**config.mk**
```make
export PLATFORM = sky130hd
export DESIGN_NAME = msm_cell
export DESIGN_NICKNAME = d
export VERILOG_FILES = /design/src/design/msm_pkg.sv /design/src/design/msm_cell.sv
export SDC_FILE = /design/constraint.sdc
export NUM_CORES = 1
export LEC_CHECK = 0
export ABC_AREA = 1
export BUFFER_PORTS_ARGS = -buffer_cell sky130_fd_sc_hd__clkbuf_2
export CAP_MARGIN = 20
export CORE_ASPECT_RATIO = 1.4
export CORE_MARGIN = 4
export CORE_UTILIZATION = 59
export CTS_BUF_LIST = sky130_fd_sc_hd__clkbuf_2
export CTS_CLUSTER_SIZE = 8
export DETAILED_ROUTE_END_ITERATION = 10
export PLACE_DENSITY = 0.78
export SKIP_CTS_REPAIR_TIMING = 1
export SYNTH_ARGS = -nofsm -noshare
export SYNTH_HDL_FRONTEND = slang
export SYNTH_SLANG_ARGS = --single-unit
```
**constraint.sdc**
```tcl
create_clock -name clk_i -period 5.35 [get_ports clk_i]
set_input_delay 1.3375 -clock clk_i [delete_from_list [all_inputs] [get_ports clk_i]]
set_output_delay 1.3375 -clock clk_i [all_outputs]
set_load 0.02 [all_outputs]
```
**src/design/msm_pkg.sv**
```systemverilog
// ----------------------------------------------------------------------------
// msm_pkg
// Types and constants shared by the matrix slice multiply unit and its cells.
// ----------------------------------------------------------------------------
`default_nettype none

package msm_pkg;

  localparam int unsigned CmdW   = 2;
  localparam int unsigned IdxW   = 4;   // row / col fields
  localparam int unsigned ValW   = 16;  // Q7.8 element
  localparam int unsigned ProdW  = 32;  // Q15.16 product
  localparam int unsigned AccW   = 40;  // Q23.16 sum
  localparam int unsigned CfgW   = 5;
  localparam int unsigned CfgIdxW = 2;
  localparam int unsigned SeqW   = 6;   // step index carried along the chain

  typedef enum logic [CmdW-1:0] {
    CMD_WR_A    = 2'd0,
    CMD_WR_B    = 2'd1,
    CMD_COMPUTE = 2'd2
  } cmd_e;

  localparam logic [CfgIdxW-1:0] REG_MATRIX_SIZE = 2'd0;
  localparam logic [CfgIdxW-1:0] REG_SLICE_ROWS  = 2'd1;

  typedef struct packed {
    cmd_e                   command;
    logic [IdxW-1:0]        row;
    logic [IdxW-1:0]        col;
    logic signed [ValW-1:0] value;
  } in_t;

  typedef struct packed {
    logic signed [AccW-1:0] product_value;
    logic [IdxW-1:0]        out_col;
    logic                   last;
    logic                   bad_index;
  } out_t;

  // token handed from cell to cell: one element of the A row
  typedef struct packed {
    logic                   valid;
    logic signed [ValW-1:0] a;
    logic [SeqW-1:0]        j;
  } tok_t;

  // B column store write, broadcast to all cells
  typedef struct packed {
    logic [IdxW-1:0]        row;
    logic signed [ValW-1:0] value;
  } bwr_t;

endpackage

`default_nettype wire

```
**src/design/msm_cell.sv**
```systemverilog
// ----------------------------------------------------------------------------
// msm_cell
// One column of C: holds a column of B, multiplies the passing A element by
// the matching B entry and accumulates the product; forwards the token.
// ----------------------------------------------------------------------------
`default_nettype none

module msm_cell
  import msm_pkg::*;
#(
  parameter int unsigned MAX_SIDE = 16
) (
  input  wire logic                   clk_i,
  input  wire logic                   rst_ni,
  input  wire logic                   clr_i,
  input  wire tok_t                   tok_i,
  output tok_t                        tok_o,
  input  wire logic                   bwr_en_i,
  input  wire bwr_t                   bwr_i,
  output logic signed [AccW-1:0]      acc_o
);

  localparam int unsigned IDX_W = $clog2(MAX_SIDE);

  logic signed [ValW-1:0]  b_mem [MAX_SIDE];
  logic signed [ValW-1:0]  b_rd_q;
  tok_t                    tok_q;
  logic                    prod_v_q;
  logic signed [ProdW-1:0] prod_q;
  logic signed [AccW-1:0]  acc_q;

  always_ff @(posedge clk_i) begin
    if (bwr_en_i) begin
      b_mem[IDX_W'(bwr_i.row)] <= bwr_i.value;
    end
    b_rd_q <= b_mem[tok_i.j[IDX_W-1:0]];
  end

  always_ff @(posedge clk_i or negedge rst_ni) begin
    if (!rst_ni) begin
      tok_q    <= '0;
      prod_v_q <= 1'b0;
      prod_q   <= '0;
      acc_q    <= '0;
    end else begin
      tok_q    <= tok_i;
      prod_v_q <= tok_q.valid;
      prod_q   <= tok_q.a * b_rd_q;
      if (clr_i) begin
        acc_q <= '0;
      end else if (prod_v_q) begin
        acc_q <= acc_q + AccW'(prod_q);
      end
    end
  end

  assign tok_o = tok_q;
  assign acc_o = acc_q;

endmodule

`default_nettype wire

```
==> results of run 1 <==
-- registers in the layout (all words and copies together), names as in the netlist --
signal,flops
prod_q,32
b_mem,256
acc_o,40
b_rd_q,16
prod_v_q,1
tok_o,23
-- critical path: stages (launching register included) --
cell,delay (ns)
dfrtp_2,0.49
buf_6,0.16
nand2_2,0.05
inv_2,0.04
fa_2,0.60
fa_1,0.47
fa_2,0.60
fa_1,0.44
fa_1,0.54
inv_2,0.04
fa_1,0.51
inv_2,0.05
ha_4,0.27
buf_6,0.10
nand2_4,0.06
nor2_4,0.09
inv_2,0.06
nor3_4,0.27
inv_2,0.06
or2_1,0.23
nand3_2,0.10
nand2_1,0.05
inv_1,0.04
nor2_1,0.03
-- final cells by class --
class / count / share of cell area (%)
flip-flops and latches: 368 / 33.2
clock buffers: 122 / 1.94
multi-input cells: 1843 / 46.4
repair buffers: 316 / 7.59
inverters: 653 / 7.80
well taps: 611 / 2.43
clock inverters: 28 / 0.605
diodes: 2 / 0.0159
-- synthesized netlist by cell type (11+ instances only) --
cell / n / share of area, %
nand2_1: 726 / 10
inv_1: 647 / 9.0
fa_1: 263 / 19
edfxtp_1: 256 / 28
nor2_1: 151 / 2.1
a21oi_1: 122 / 2.3
ha_1: 121 / 5.6
o21ai_0: 104 / 1.9
dfrtp_1: 96 / 8.9
nand3_1: 90 / 1.7
clkbuf_1: 84 / 1.2
o211ai_1: 66 / 1.8
mux2i_1: 64 / 2.4
nand4_1: 19 / 0.44
xor2_1: 17 / 0.55
dfxtp_1: 16 / 1.2
nand3b_1: 15 / 0.42
xnor2_1: 12 / 0.39
buf_2: 11 / 0.20
-- kinds of logic (layout without fill, tap and decap cells) --
| logic type | count (synthesis) | in the layout | share of synthesized area, % |
|---|---|---|---|
| AND/OR/NAND/NOR | 1041 | 1041 | 15.6 |
| buffers and inverters | 763 | 1119 | 10.8 |
| adder cells (fa/ha/maj) | 384 | 384 | 25.0 |
| flip-flops | 368 | 368 | 38.4 |
| AO/OA/AOI/OAI | 325 | 325 | 6.94 |
| multiplexers | 64 | 64 | 2.36 |
| XOR/XNOR | 29 | 29 | 0.936 |
| other | 0 | 2 | 0 |
-- metrics by stage --
stage          instance area (µm²)  std cells
4_1_cts                      30400       3920
3_3_place_gp                 29600       3770
5_1_grt                      31400       3943
6_report                     31400       3943
3_5_place_dp                 29600       3770
2_1_floorplan                27200       2974
-- worst max-delay path by stage --
stage / start / endpoint / slack, ns
floorplan: tok_o[19]$_DFF_PN0_ / prod_q[20]$_DFF_PN0_ / 0.01
global placement: tok_o[15]$_DFF_PN0_ / prod_q[20]$_DFF_PN0_ / -0.50
detailed placement: tok_o[15]$_DFF_PN0_ / prod_q[20]$_DFF_PN0_ / -0.50
CTS: tok_o[15]$_DFF_PN0_ / prod_q[24]$_DFF_PN0_ / -0.54
global route: tok_o[21]$_DFF_PN0_ / prod_q[24]$_DFF_PN0_ / -0.31
finish: tok_o[21]$_DFF_PN0_ / prod_q[24]$_DFF_PN0_ / -0.12
-- metal layers --
metal | track usage, % | share of wire (%) | vias up
li1 | - | - | 9893
met1 | 28.9 | 31 | 10300
met2 | 58.0 | 55 | 838
met3 | 4.42 | 5.4 | 323
met4 | 20.7 | 8.4 | 0
met5 | 0 | 0 | -
==> results.txt, run 1 <==
The time the worst path needs with I/O delays and setup is 5.47 ns. STA classifies the critical path startpoint as a register. On the final layout, the worst clock skew is 0.150 ns. For this run, the share of the core covered by cells in the final layout is 69.4%. The final routed wirelength across all metal layers is 74,900 µm. The number of max-capacitance violations reported came out at 0. The fill cell instance count of the final layout is 3,446. The number of clock sinks is 368.

The routability-driven placement congestion ratio is 0.997. The number of register bits inferred by synthesis came out at 368. The global-route usage over all layers is 29.9%. The headroom to the max-slew limit came out at 31.2%. The worst setup path is of the register to register kind.

The arrival time at the worst endpoint came out at 6.44 ns. The overflow left after global routing is 0. The share of layout cells above drive strength 1 is 19.5%. The instance count of the mapped netlist came out at 2,974. The relative area change from synthesis to final layout came out at 15.8%. The count of cell types in the netlist came out at 45. Leaving out fill and tap cells, the most frequent cells in the layout are 703 x nand2_1, 628 x inv_1, 256 x edfxtp_1. The clock transition at the registers of the reported paths came out at 0.10 ns. Clock tree synthesis selected as its root buffer the cell clkbuf_2.

The number of clock buffers added by TritonCTS is 85. The average cell area after synthesis came out at 9.12 µm². The final cycle utilization of the critical path came out at 102%. The netlist area before placement came out at 27,100 µm². The routed wire length per instance came out at 19.0 µm.

110 I/O pins were placed. For the worst setup path, the data required time is 6.32 ns. After routing, the total negative slack on setup checks comes to -0.359 ns.

The checks that failed: negative setup slack. The number of enable flip-flop cells after synthesis is 256. The number of DRC violations after detailed-routing iteration 0 is 1,322. The detailed-router iteration count before antenna repair is 6.

The number of endpoints with negative hold slack in the final report came out at 0. The slew at the pin with the worst max-slew slack is 1.03 ns. The floorplan die area came out at 49,500 µm². The setup slack of the worst register-to-register path is -0.12 ns. The number of nets in the synthesized netlist is 3,405.

In this run the worst path has a maximum fanout of 6. The initial antenna violation count is 2. For this run, the leading register cell type out of synthesis is edfxtp_1.

The number of global-route vias before repair is 22,600. The run finished, with violations left. Entering global routing, the biggest net connects 113 pins. In this run the critical register-to-register path is captured at prod_q[24]$_DFF_PN0_. Input and output buffers added on the ports amount to 109. The share of async-settable or async-resettable flops after synthesis is 26.1%. The final setup violation count came out at 6. The height of the die came out at 262 µm. The post-layout net count came out at 3,698. TritonCTS built the clock tree. The via density per instance came out at 5.41. In the final layout, flip-flops and latches occupy 10,400 µm². In this run the critical register-to-register path is launched from tok_o[21]$_DFF_PN0_. The top achievable clock speed is 183 MHz. The commonest non-fill, non-tap cell in the layout is nand2_1. The tightest hold path in the finished design has a slack of 0.148 ns. The via count is 21,300.

The clock latency on the worst-skew pair came out at 1.13 ns. The number of buffers on the longest clock path is 3. STA classifies the critical path endpoint as a register. The effective utilization at floorplan came out at 60.0%. The floorplan step defined a core boundary enclosing 45,200 µm². The total count of max-transition violations in the final report came to 0. The final HPWL from detailed placement is 56,200 µm.

Setup repair after global routing could not meet its margin everywhere. The min-delay analysis places its worst path in the category primary input to asynchronous set/reset pin. At the placement stage, the worst setup path has a slack of -0.500 ns. The worst path setup slack after routing is -0.119 ns.

The area occupied by multi-input gates came out at 14,600 µm². The number of cells traversed by the worst register-to-register path is 23. The count of unresolved DRC violations after routing came out at 0.

The die is 189 µm wide. The number of placement rows came out at 92. The sequential fraction of the synthesis area came out at 38.4%. The H-tree depth came out at 3. The post-route antenna net violation count is 0. The first-pass GRT wire length is 115,000 µm.

For this run, the number of Yosys warnings is 0.
Power of run 1 is not shown: default switching activity piles up to over one toggle a cycle in this logic, so the estimate is an artifact.
==> inputs of run 2 (changes only) <==
--- a/config.mk
+++ b/config.mk
@@ -11,7 +11,7 @@
 export CORE_ASPECT_RATIO = 1.4
 export CORE_MARGIN = 4
 export CORE_UTILIZATION = 59
-export CTS_BUF_LIST = sky130_fd_sc_hd__clkbuf_2
+export CTS_BUF_LIST = sky130_fd_sc_hd__clkbuf_4
 export CTS_CLUSTER_SIZE = 8
 export DETAILED_ROUTE_END_ITERATION = 10
 export PLACE_DENSITY = 0.78
==> run 2 against run 1 <==
Compared with the run above:
- register-to-register slack hardly changed
- flip-flop and latch count unchanged
- maximum frequency rose by 0.18%
- the run still ends with negative setup slack left
- routed wire length grew 1.5%
- worst setup slack improved by 0.0099 ns
- design area increased by 2.2%
- worst hold slack improved by 0.24 ns
- clock skew down 0.083 ns
- sequential share of layout area down 0.69 points
==> results.txt, run 2 (synthesized netlist as in run 1, its figures left out) <==
The aggregate negative setup slack is -0.557 ns (-0.197 ns). The post-route standard cell area excluding fillers was 32,100 µm² (+2.2%). The kind of capture point of the worst setup path is a register. The relative area change from synthesis to final layout came out at 18.3%. The number of max-capacitance violations reported is 0 (unchanged). The path class of the tightest hold or removal check is register to register. The checks that failed: negative setup slack. The run finished, with violations left. The floorplan die area came to 49,500 µm² (unchanged). The routability-driven placement congestion ratio is 0.997 (unchanged). The critical path ends at prod_q[26]$_DFF_PN0_. The area of placed instances was 29,600 µm² (unchanged). The headroom to the max-slew limit came to 30.5% (-0.68 points). The total count of max-transition violations in the final report is 0 (unchanged).

The H-tree depth came out at 3 (unchanged). The slowest stage of the critical path is the fa_2 cell. The number of DRC violations after detailed-routing iteration 0 was 1,454 (+10%). The clock transition at the registers of the reported paths is 0.07 ns (-0.03 ns).

The count of input and output buffers is 109 (unchanged). The worst setup path is launched from a register. In this run the critical register-to-register path is captured at prod_q[26]$_DFF_PN0_.

The via count came to 21,500 (+0.86%). The launching element of the worst setup path is tok_o[21]$_DFF_PN0_. The top achievable clock speed came out at 183 MHz (+0.18%). The classification of the worst setup path is register to register. The worst path required time came out at 6.08 ns (-0.24 ns). In the layout the commonest cells are 690 x nand2_1, 613 x inv_1, 256 x edfxtp_1. The global-route usage over all layers is 30.0% (+0.054 points). The detailed-router iteration count before antenna repair came to 6 (unchanged). The number of buffers added by the clock tree synthesis step came to 87 (+2.4%). The number of clock sinks is 368 (unchanged). The clock latency on the worst-skew pair came out at 0.86 ns (-0.27 ns).

The number of global-route vias before repair came out at 22,700 (+0.39%). The overflow left after global routing is 0 (unchanged). The number of placement rows came out at 92 (unchanged). The initial antenna violation count came out at 4 (+2). The via density per instance came out at 5.43 (+0.25%). The setup slack of the worst register-to-register path came out at -0.11 ns (about the same). The largest net degree at the start of global routing came to 113 (unchanged). The first-pass GRT wire length is 115,000 µm (+0.25%). The startpoint identified for the worst register-to-register timing path is tok_o[21]$_DFF_PN0_.

The number of cells traversed by the worst register-to-register path is 19 (-17%). The total I/O pin count was 110 (unchanged). The number of buffers on the longest clock path is 3 (unchanged). The arrival time at the worst endpoint came out at 6.19 ns (-0.25 ns).

The biggest cell delay along the critical path is 0.63 ns (+0.03 ns). The height of the die came to 262 µm (unchanged). The effective utilization at floorplan is 60.0% (unchanged). The final setup violation count was 8 (+2). The maximum net fanout on the critical path is 5 (-1). The commonest non-fill, non-tap cell in the layout is nand2_1. The number of flip-flops in the largest register came out at 256 (unchanged). The final cycle utilization of the critical path was 102% (-0.19 points).

In this design, the critical path's most frequently occurring cell is fa_1. b_mem holds more flip-flops than any other register. The final routed wirelength across all metal layers came out at 76,100 µm (+1.5%).

The count of unresolved DRC violations after routing came out at 0 (unchanged). The post-route antenna net violation count came out at 0 (unchanged). The horizontal extent of the die came out at 189 µm (unchanged). The number of endpoints with negative hold slack in the final report was 0 (unchanged). The post-layout net count came out at 3,719 (+0.57%). The worst path setup slack after routing was -0.109 ns (+0.00991 ns).

The slew at the pin with the worst max-slew slack is 1.04 ns (+0.0102 ns). The signal on the critical path passes through buf_12 > nand2_4 > inv_2 > fa_2 > fa_2 > buf_6 > fa_1 > fa_1 > fa_1 > inv_2 > fa_1 > inv_2 > ha_4 > nand2_1 > nand2_2 > a21boi_2 > a21boi_0 > nand3_1 > xor2_1. The time the worst path needs with I/O delays and setup was 5.46 ns (-0.00991 ns).

The core region area came out at 45,200 µm² (unchanged). The routed wire length per instance is 19.2 µm (+0.88%). The worst clock skew on the final layout came out at 0.0668 ns (-0.0828 ns). The share of layout cells above drive strength 1 was 21.5% (+2.0 points). The tree is rooted in a clkbuf_4. The clock tree from TritonCTS is built. The final HPWL from detailed placement is 56,200 µm (unchanged).

Setup repair after global routing could not meet its margin everywhere.
==> run 2: cell types whose count changed in the layout (fill, tap and decap cells not counted), sizes merged <==
cell,previous run,this run
bufinv,2,1
buf,208,228
clkinv,20,27
clkinvlp,3,1
inv,656,655
diode,2,3
==> run 2: layer usage <==
metal	track usage (%)	routed length (µm)	vias up
li1	-	-	9923
met1	28.8	23900	10400
met2	57.7	41600	851
met3	4.25	3990	350
met4	22.2	6540	2
met5	0	17	-
==> run 2: metrics by stage <==
stage	std cells	utilization [%]	setup WS [ns]	hold slack [ns]
floorplan	2974	-	0.0138	0.494
global route	3966	70.9	-0.251	0.383
detailed placement	3770	65.4	-0.500	0.369
global placement	3770	65.4	-0.496	0.365
CTS	3924	67.8	-0.515	0.353
finish	3967	70.9	-0.109	0.386
==> run 2: cell type report <==
cell class / instances / area, µm²
Timing Repair Buffer: 335 / 2580
Multi-Input combinational cell: 1843 / 14800
Antenna cell: 3 / 7.51
Tap cell: 611 / 764
Fill cell: 3306 / 13100
Inverter: 653 / 2450
Sequential cell: 368 / 10400
Clock buffer: 123 / 923
Clock inverter: 31 / 168
==> run 2: how the worst min path moves through the flow <==
| stage | startpoint | endpoint | slack (ns) | depth (start not counted) |
|---|---|---|---|---|
| 6_report | tok_o[22]$_DFF_PN0_ | prod_v_q$_DFF_PN0_ | 0.39 | 0 |
| 5_1_grt | rst_ni | prod_q[8]$_DFF_PN0_ | 0.38 | 1 |
| 4_1_cts | rst_ni | prod_q[8]$_DFF_PN0_ | 0.35 | 1 |
| 3_5_place_dp | tok_o[22]$_DFF_PN0_ | prod_v_q$_DFF_PN0_ | 0.37 | 0 |
| 3_3_place_gp | tok_o[22]$_DFF_PN0_ | prod_v_q$_DFF_PN0_ | 0.36 | 0 |
| 2_1_floorplan | tok_o[22]$_DFF_PN0_ | prod_v_q$_DFF_PN0_ | 0.49 | 0 |
==> run 2: worst max-delay path, delay by kind of cell, from the launching register on <==
kind                       cells  cell delay, ns
adders and majority gates      7            3.49
AOI/OAI and AO/OA              2            0.45
DFF                            1            0.43
buffers and inverters          5            0.43
and+or+nand+nor                4            0.36
xor gates and xnor gates       1            0.17
Power of run 2 is left out for the same reason.
